File: config.mk
export PLATFORM = sky130hd
export DESIGN_NAME = ssid_encode
export DESIGN_NICKNAME = d
export VERILOG_FILES = /design/src/rtl/core/ssid_pkg.sv /design/src/rtl/core/ssid_encode.sv
export SDC_FILE = /design/constraint.sdc
export NUM_CORES = 1
export LEC_CHECK = 0
export BUFFER_PORTS_ARGS = -buffer_cell sky130_fd_sc_hd__buf_4
export CAP_MARGIN = 10
export CORE_UTILIZATION = 35
export DETAILED_ROUTE_END_ITERATION = 6
export GPL_ROUTABILITY_DRIVEN = 0
export GPL_TIMING_DRIVEN = 0
export PLACE_DENSITY = 0.85
export SLEW_MARGIN = 20
export SYNTH_ARGS = -nofsm -noshare
export SYNTH_HDL_FRONTEND = slang
export SYNTH_SLANG_ARGS = --single-unit
File: constraint.sdc
create_clock -name vclk -period 0.8
set_input_delay 0.08 -clock vclk [all_inputs]
set_output_delay 0.08 -clock vclk [all_outputs]
set_load 0.1 [all_outputs]
File: src/rtl/core/ssid_pkg.sv
// Shared types and constants of the sorted set insert/delete block.
// Depends on nothing; the cell, encoder, top and checker files refer to it by scoped names.
`default_nettype none

package ssid_pkg;

    // Store geometry.
    localparam int CAPACITY  = 64;
    localparam int ROW_WIDTH = 4;
    localparam int VALUE_W   = 32;
    localparam int POS_W     = 6;
    localparam int COUNT_W   = 7;
    localparam int ROW_W     = 4;
    localparam int COL_W     = 2;
    localparam int STATUS_W  = 3;

    // Command codes.
    typedef enum logic {
        ACT_INSERT = 1'b0,
        ACT_DELETE = 1'b1
    } action_t;

    // Result status codes.
    typedef enum logic [STATUS_W-1:0] {
        ST_INSERTED  = 3'd0,
        ST_DELETED   = 3'd1,
        ST_DUPLICATE = 3'd2,
        ST_NOT_FOUND = 3'd3,
        ST_FULL      = 3'd4
    } status_t;

    // Sequencer states.
    typedef enum logic [1:0] {
        S_IDLE,
        S_CMP,
        S_UPD
    } state_t;

    // Control broadcast from the sequencer to every cell.
    typedef struct packed {
        logic cmp_en;
        logic shift_ins;
        logic shift_del;
    } cell_ctrl_t;

endpackage

`default_nettype wire

File: src/rtl/core/ssid_encode.sv
// Turns the thermometer of below-key flags from the cell row into a position.
// Depends on ssid_pkg for the store size and widths.
`default_nettype none

module ssid_encode (
    input  wire logic [ssid_pkg::CAPACITY-1:0] lt_flags,
    output logic      [ssid_pkg::COUNT_W-1:0]  pos
);

    // The flags form a run of ones from cell zero; mark its end and OR-encode it.
    always_comb
    begin
        logic edge_bit;
        pos = '0;
        for (int i = 0; i <= ssid_pkg::CAPACITY; i++)
        begin
            if (i == 0)
            begin
                edge_bit = !lt_flags[0];
            end
            else if (i == ssid_pkg::CAPACITY)
            begin
                edge_bit = lt_flags[ssid_pkg::CAPACITY-1];
            end
            else
            begin
                edge_bit = lt_flags[i-1] && !lt_flags[i];
            end
            if (edge_bit)
            begin
                pos = pos | ssid_pkg::COUNT_W'(i);
            end
        end
    end

endmodule

`default_nettype wire

==> impl_metrics.yaml <==
finish:
  insertedDiodeCount: 0
  fin_util: 0.889
  area_delta_synth_final_pct: 135
  nFlopsAndLatches: 0
  fillers: 88
  nets: 264
  seqCellArea_um2: 0
  clock_buffers: 0
  layout-drive-gt1-share: 0.631
setup_path:
  path_buf_inv: 2
  setup.worst_path.end_class: "output pin"
  worstSetupPathType: "in2out"
  worstPathArrival_ps: 1270
  crit_path_cell_trace: "buf_6 > or2b_1 > nand4_1 > nor4_4 > nand3_4 > buf_12"
  cp-start-kind: "primary input"
  worstPathMaxFanout: 2
  crit_path_top_delay_cell: "nor4_4"
  critPathMaxStageDelay_ps: 370
  critPathTopFamily: "simple AND/OR/NAND/NOR gates"
  required_ps: 720
die:
  num_io_pins: 71
  die_x_um: 48.5
  dieArea_um2: 2360
  die_y_um: 48.5
  floorplan.initialDensity: 0.379
  num_rows: 16
  core_um2: 2000
logic_synthesis:
  syn_avg_cell_area_um2: 6.32
  ys_types: 18
  synth_area_um2: 758
  synth-seq-area-share: 0
  synth_fp_nets: 184
  synth_warnings: 0
  syn_inst: 120
global_route:
  grt-ovfl-total: 0
  antenna_found_initial: 0
  grt_pass1_wl_mm: 5.88
  grt_max_degree: 4
  grt_use_total: 0.313
  first_global_vias: 1281
placement:
  io_buffers: 71
  hpwl_mm: 2.83
  dp_slack_ps: -591
timing:
  post-route-min-period_ps: 1350
  relSlewSlack: 0.741
  tightest_slew_ps: 388
  max_freq_mhz: 743
  drv_slew: 0
  timing.final.ws_setup_ps: -545
  rsz0062_at_grt: "yes"
  hold_viol_final: 0
  finalCritPeriodShare: 1.68
  finalSetupViolations: 6
min_path:
  hp-class: "in2out"
routing:
  detail_route.first_pass.iterations: 5
  drt_iter0_drc: 65
  drc: 0
  antenna_left: 0
  num_vias: 1345
  via_per_inst: 5.98
  wl_mm: 4.16
  routedWlPerCell_um: 18.5
status:
  status: "finished with violations"
  violations: "setup timing"
job:
  maxCapViolations: 0
power_and_ir_drop:
  leakage_nw: 0.837
  p_per_area_nw_per_um2: 509
  ir_worst_vdd_uv: 368
metrics by stage:
step	total power, W	hold WS (ps)	instance area, um^2	setup TNS [ps]	instances
6_report	0.000907	607	1780	-2670	225
5_1_grt	0.000954	612	1780	-2900	225
4_1_cts	0.000769	610	1610	-2610	222
3_5_place_dp	0.000679	609	1430	-3020	218
3_3_place_gp	0.000664	601	1430	-2910	218
2_1_floorplan	0.000326	372	861	-3190	120
cell usage in the layout, fill, tap and decap left out, types with 2 or more instances in the layout:
| cell type | n |
|---|---|
| buf_4 | 62 |
| inv_1 | 19 |
| nand2b_1 | 16 |
| nand2b_4 | 13 |
| buf_6 | 10 |
| nand4_1 | 8 |
| o2111ai_1 | 7 |
| or2b_1 | 6 |
| o2111ai_2 | 5 |
| nand2b_2 | 5 |
| nor3_2 | 5 |
| buf_8 | 4 |
| o2111ai_4 | 3 |
| nor4_4 | 3 |
| o21ai_2 | 3 |
| o21ai_0 | 3 |
| nand3_1 | 3 |
| nand3_4 | 3 |
| nor2_1 | 3 |
| buf_12 | 3 |
| o21ai_1 | 2 |
cells in the mapped netlist:
| cell | number | area, um^2 |
|---|---|---|
| nand3_1 | 7 | 35.0 |
| o221ai_1 | 1 | 8.76 |
| o21ai_0 | 8 | 40.0 |
| o2bb2ai_1 | 1 | 8.76 |
| or2b_1 | 7 | 52.6 |
| nor4_2 | 2 | 25.0 |
| nor3_1 | 7 | 35.0 |
| nand2b_1 | 29 | 181 |
| nand2b_2 | 5 | 43.8 |
| nor2_1 | 4 | 15.0 |
| nand4_1 | 8 | 50.1 |
| buf_4 | 1 | 7.51 |
| nand2_1 | 1 | 3.75 |
| inv_1 | 20 | 75.1 |
| nor4_1 | 3 | 18.8 |
| o2111ai_2 | 3 | 45.0 |
| o2111ai_1 | 12 | 105 |
| a21boi_0 | 1 | 7.51 |
worst min-delay path: cells and delay by family:
family	cells	cell delay (ps)
buf+inv	3	450
cell families (layout without fill, tap and decap cells):
family,Yosys count,count (layout),synth area share
compound gates,26,26,0.284
buf+inv,21,99,0.109
simple gates,73,73,0.607
per-layer routing:
metal	global-route usage	share of wire	up-vias
met3	0.0440	0.077	18
met4	0.0686	0.038	0
met2	0.624	0.51	97
met1	0.341	0.37	629
li1	-	-	601
met5	0	0	-
timing repair:
item	4_1_cts	5_1_grt
endpoints found under the setup margin	6	6
pin swaps	11	15
endpoints found under the hold margin	0	0
buffers inserted	4	3
hold buffers	0	0
resized for setup	33	29
power by group:
group          total (W)  leakage (nW)  internal, W  switching [W]
Clock                  0             0            0              0
Sequential             0             0            0              0
Combinational   0.000907         0.837     0.000470       0.000438
path summary, 6_finish.rpt:
kind                startpoint      to  slack [ps]  depth (start not counted)
hold / removal    lt_flags[63]  pos[6]         610                          3
setup / recovery  lt_flags[56]  pos[3]        -550                          6
cell type report:
cell class	count	area, um^2	area share
buffer	1	7.51	0.00422
inverter	20	75.1	0.0422
multi-input combinational	99	973	0.547
tap	27	33.8	0.0190
timing repair buffer	78	691	0.388
(Power assumes the default switching activity.)
