[src/rtl/core/ssid_pkg.sv]
// Shared types and constants of the sorted set insert/delete block.
// Depends on nothing; the cell, encoder, top and checker files refer to it by scoped names.
`default_nettype none

package ssid_pkg;

    // Store geometry.
    localparam int CAPACITY  = 64;
    localparam int ROW_WIDTH = 4;
    localparam int VALUE_W   = 32;
    localparam int POS_W     = 6;
    localparam int COUNT_W   = 7;
    localparam int ROW_W     = 4;
    localparam int COL_W     = 2;
    localparam int STATUS_W  = 3;

    // Command codes.
    typedef enum logic {
        ACT_INSERT = 1'b0,
        ACT_DELETE = 1'b1
    } action_t;

    // Result status codes.
    typedef enum logic [STATUS_W-1:0] {
        ST_INSERTED  = 3'd0,
        ST_DELETED   = 3'd1,
        ST_DUPLICATE = 3'd2,
        ST_NOT_FOUND = 3'd3,
        ST_FULL      = 3'd4
    } status_t;

    // Sequencer states.
    typedef enum logic [1:0] {
        S_IDLE,
        S_CMP,
        S_UPD
    } state_t;

    // Control broadcast from the sequencer to every cell.
    typedef struct packed {
        logic cmp_en;
        logic shift_ins;
        logic shift_del;
    } cell_ctrl_t;

endpackage

`default_nettype wire

[src/rtl/core/ssid_cell.sv]
// One storage cell of the sorted row: holds one value and its compare flags.
// Depends on ssid_pkg for widths and the control struct.
`default_nettype none

module ssid_cell (
    input  wire logic                              clk,
    input  wire ssid_pkg::cell_ctrl_t              ctrl,
    input  wire logic signed [ssid_pkg::VALUE_W-1:0] key,
    input  wire logic                              occupied,
    input  wire logic                              left_lt,
    input  wire logic        [ssid_pkg::VALUE_W-1:0] left_value,
    input  wire logic        [ssid_pkg::VALUE_W-1:0] right_value,
    output logic             [ssid_pkg::VALUE_W-1:0] value,
    output logic                                   lt,
    output logic                                   eq
);

    logic [ssid_pkg::VALUE_W-1:0] value_reg;
    logic [ssid_pkg::VALUE_W-1:0] value_next;
    logic                         lt_reg;
    logic                         lt_next;
    logic                         eq_reg;
    logic                         eq_next;

    // Compare the broadcast key against the held value during the compare cycle.
    always_comb
    begin
        lt_next = lt_reg;
        eq_next = eq_reg;
        if (ctrl.cmp_en)
        begin
            lt_next = occupied && ($signed(value_reg) < key);
            eq_next = occupied && (value_reg == key);
        end
    end

    // Cells at or above the sorted position shift; on an insert the one at the position takes the key.
    always_comb
    begin
        value_next = value_reg;
        if (ctrl.shift_ins && !lt_reg)
        begin
            value_next = left_lt ? key : left_value;
        end
        else if (ctrl.shift_del && !lt_reg)
        begin
            value_next = right_value;
        end
    end

    always_ff @(posedge clk)
    begin
        value_reg <= value_next;
        lt_reg    <= lt_next;
        eq_reg    <= eq_next;
    end

    assign value = value_reg;
    assign lt    = lt_reg;
    assign eq    = eq_reg;

endmodule

`default_nettype wire

[config.mk]
export PLATFORM = sky130hd
export DESIGN_NAME = ssid_cell
export DESIGN_NICKNAME = d
export VERILOG_FILES = /design/src/rtl/core/ssid_pkg.sv /design/src/rtl/core/ssid_cell.sv
export SDC_FILE = /design/constraint.sdc
export NUM_CORES = 1
export LEC_CHECK = 0
export BUFFER_PORTS_ARGS = -buffer_cell sky130_fd_sc_hd__buf_2
export CORE_MARGIN = 2
export CORE_UTILIZATION = 50
export CTS_BUF_LIST = sky130_fd_sc_hd__clkbuf_4 sky130_fd_sc_hd__clkbuf_8
export CTS_CLUSTER_SIZE = 40
export DETAILED_ROUTE_END_ITERATION = 7
export PLACE_DENSITY = 0.88
export SLEW_MARGIN = 20
export SYNTH_ARGS = -nofsm -noshare
export SYNTH_HDL_FRONTEND = slang
export SYNTH_SLANG_ARGS = --single-unit
[constraint.sdc]
create_clock -name clk -period 5.13 [get_ports clk]
set_input_delay 0.513 -clock clk [delete_from_list [all_inputs] [get_ports clk]]
set_output_delay 0.513 -clock clk [all_outputs]
set_load 0.005 [all_outputs]
==> results_dict.tcl <==
set metrics [dict create \
    worstPathRequired_ns 5.27 \
    nNetsFinal 527 \
    grt_util_met1_pct 28.5 \
    grt_antenna_before_repair 0 \
    die_h_um 75.1 \
    synth_cells 262 \
    reg2reg_slack_ns 3.17 \
    insertion_delay_ns 0.29 \
    yosys_warnings 0 \
    slew_violations 0 \
    crit_path_end_kind "flop" \
    placementRows 25 \
    multi_input_area_sq_um 1350 \
    core_region_area_sq_um 4790 \
    relSlewSlack_pct 34.4 \
    clock_sinks 34 \
    drive_gt1_share_pct 37.8 \
    ant_nets 0 \
    cts_tree "done" \
    rsz0062_at_grt "no" \
    boundaryPins 136 \
    fp.dieArea_sq_um 5640 \
    r2r_end "lt" \
    drt_wl_total_um 6740 \
    largest_reg_flops 32 \
    ys_seq_area_share_pct 40.4 \
    period_share_pct 38.3 \
    drc 0 \
    first_pass_iters 4 \
    ys_ff_latch 34 \
    arrival_ns 2.10 \
    cap_violations 0 \
    clk_pin_slew_ns 0.07 \
    vias 2400 \
    grt_max_degree 65 \
    ys_types 24 \
    tightest_slew_ns 0.984 \
    cts_setup_buffers 0 \
    worstSetupStartpointType "flop" \
    reg2regPathDepth 6 \
    worstSetupPathType "flop to flop" \
    worst_path_max_delay_cell "nor4_1" \
    skew_ns 0.00674 \
    hold_buffers 0 \
    ys_async_sr_fraction_pct 0 \
    place.gp.congestion 0.772 \
    hpwlAfterDp_um 5220 \
    cp_cell_sequence "ha_1 -> nand4_1 -> nor4_1 -> nor2_1 -> a21oi_2 -> mux2i_1" \
    area_growth_pct 32.2 \
    finalSetupTns_ns 0 \
    fillers 395 \
    syn_nets 396 \
    dr.first_iter.drc_count 94 \
    viasPerCell 5.21 \
    min_path_type "input pin to flop" \
    die_w_um 75.1 \
    p_leak_nw 1.78 \
    globalRouteMet2Util_pct 42.7 \
    r2r_start "value[31]" \
    grt_use_met3_pct 5.76 \
    post_cts_resized 0 \
    ir_drop_uv 184 \
    post_dp_cell_area_sq_um 3250 \
    wire_per_inst_um 14.6 \
    max_freq_mhz 509 \
    portBuffers 135 \
    final-seq-area_sq_um 1020 \
    cp-endpoint "lt" \
    root_buffer "clkbuf_8" \
    grt_overflow 0 \
    layout_commonest_cell "buf_2" \
    design_area_sq_um 3340 \
    synth_edf_count 34 \
    p_per_area_nw_per_um2 240 \
    gr-max-usage-layer "met2" \
    syn-cell-area_sq_um 2530 \
    grt_pass1_vias 2326 \
    yosys_most_used_dff "edfxtp_1" \
    h-tree-depth 2 \
    most-common-layout-cells "buf_2, nand2_1, inv_1, edfxtp_1, mux2i_1" \
    slowest_delay_ns 0.46 \
    cts_buffer_depth 2 \
    num_antenna_cells 0 \
    numCtsBuffers 5 \
    grt_pass1_wl_um 10400 \
    report.final.hold_viol_count 0 \
    floorplan.initialDensity_pct 52.9 \
    status "finished, final reports clean" \
    syn_avg_cell_area_sq_um 9.66 \
    setup_viol 0 \
    crit_start "value[31]" \
    min_period_ns 1.96 \
    path_max_fanout 3 \
    grtUsageTotal_pct 24.5 \
]
-- layer usage --
layer,wire (um),part of all wire [%],vias to the layer above
li1,-,-,1188
met3,429,6.4,13
met1,2700,40,1109
met5,0,0,-
met2,3460,51,90
met4,143,2.1,0
-- power by group --
group	switching (mW)	internal [mW]	total, mW
registers	0.0170	0.348	0.365
logic	0.127	0.111	0.237
clock network	0.102	0.0987	0.200
-- how the worst min path moves through the flow --
stage          slack [ns]  cells after the start  startpoint  end
2_1_floorplan        0.63                      0     ctrl[2]   eq
5_1_grt              0.46                      1     ctrl[2]   lt
4_1_cts              0.46                      1     ctrl[2]   lt
6_report             0.46                      1     ctrl[2]   lt
3_3_place_gp         0.76                      1     ctrl[2]   eq
3_5_place_dp         0.76                      1     ctrl[2]   eq
-- synthesized netlist by cell type (3+ instances only) --
master	n	area [sq um]
mux2i_1	33	330
buf_2	3	15.0
nor2_1	4	15.0
o21ai_0	30	150
a21oi_1	14	70.1
edfxtp_1	34	1020
clkbuf_1	8	30.0
nand4_1	5	31.3
inv_1	34	128
o21ai_1	7	35.0
nand2_1	40	150
ha_1	32	400
nand3_1	3	15.0
-- cell families (layout without fill, tap and decap cells) --
| kind of cell | count (synthesis) | after routing | synth area share, % |
|---|---|---|---|
| buffers and inverters | 45 | 177 | 6.82 |
| multiplexers | 33 | 33 | 13.1 |
| AO/OA/AOI/OAI | 59 | 59 | 13.4 |
| AND/OR/NAND/NOR | 59 | 59 | 10.6 |
| flip-flops | 34 | 34 | 40.4 |
| adder cells (fa/ha/maj) | 32 | 32 | 15.8 |
-- stage by stage --
stage / cells / hold slack, ns / power (mW) / worst slack (ns) / util [%]
floorplan: 262 / 0.625 / 0.500 / 2.80 / -
global placement: 453 / 0.763 / 0.595 / 2.98 / 68.0
CTS: 461 / 0.457 / 0.806 / 3.15 / 69.8
global route: 461 / 0.455 / 0.850 / 2.96 / 69.9
finish: 461 / 0.461 / 0.803 / 3.17 / 69.9
detailed placement: 453 / 0.756 / 0.607 / 2.94 / 68.0
-- critical path, delay by kind of cell (launching register included) --
family / cells / cell delay, ns
AOI/OAI and AO/OA: 1 / 0.13
muxes: 1 / 0.20
and+or+nand+nor: 3 / 0.72
adders and majority gates: 1 / 0.36
DFF: 1 / 0.40
-- area by class of cell --
class | count | area share (%)
tap | 67 | 2.51
clock buffer | 6 | 2.28
timing repair buffer | 135 | 20.2
inverter | 34 | 3.82
clock inverter | 2 | 0.262
multi-input combinational | 183 | 40.4
sequential | 34 | 30.5
Note: power is estimated with default switching activity, not from simulation.
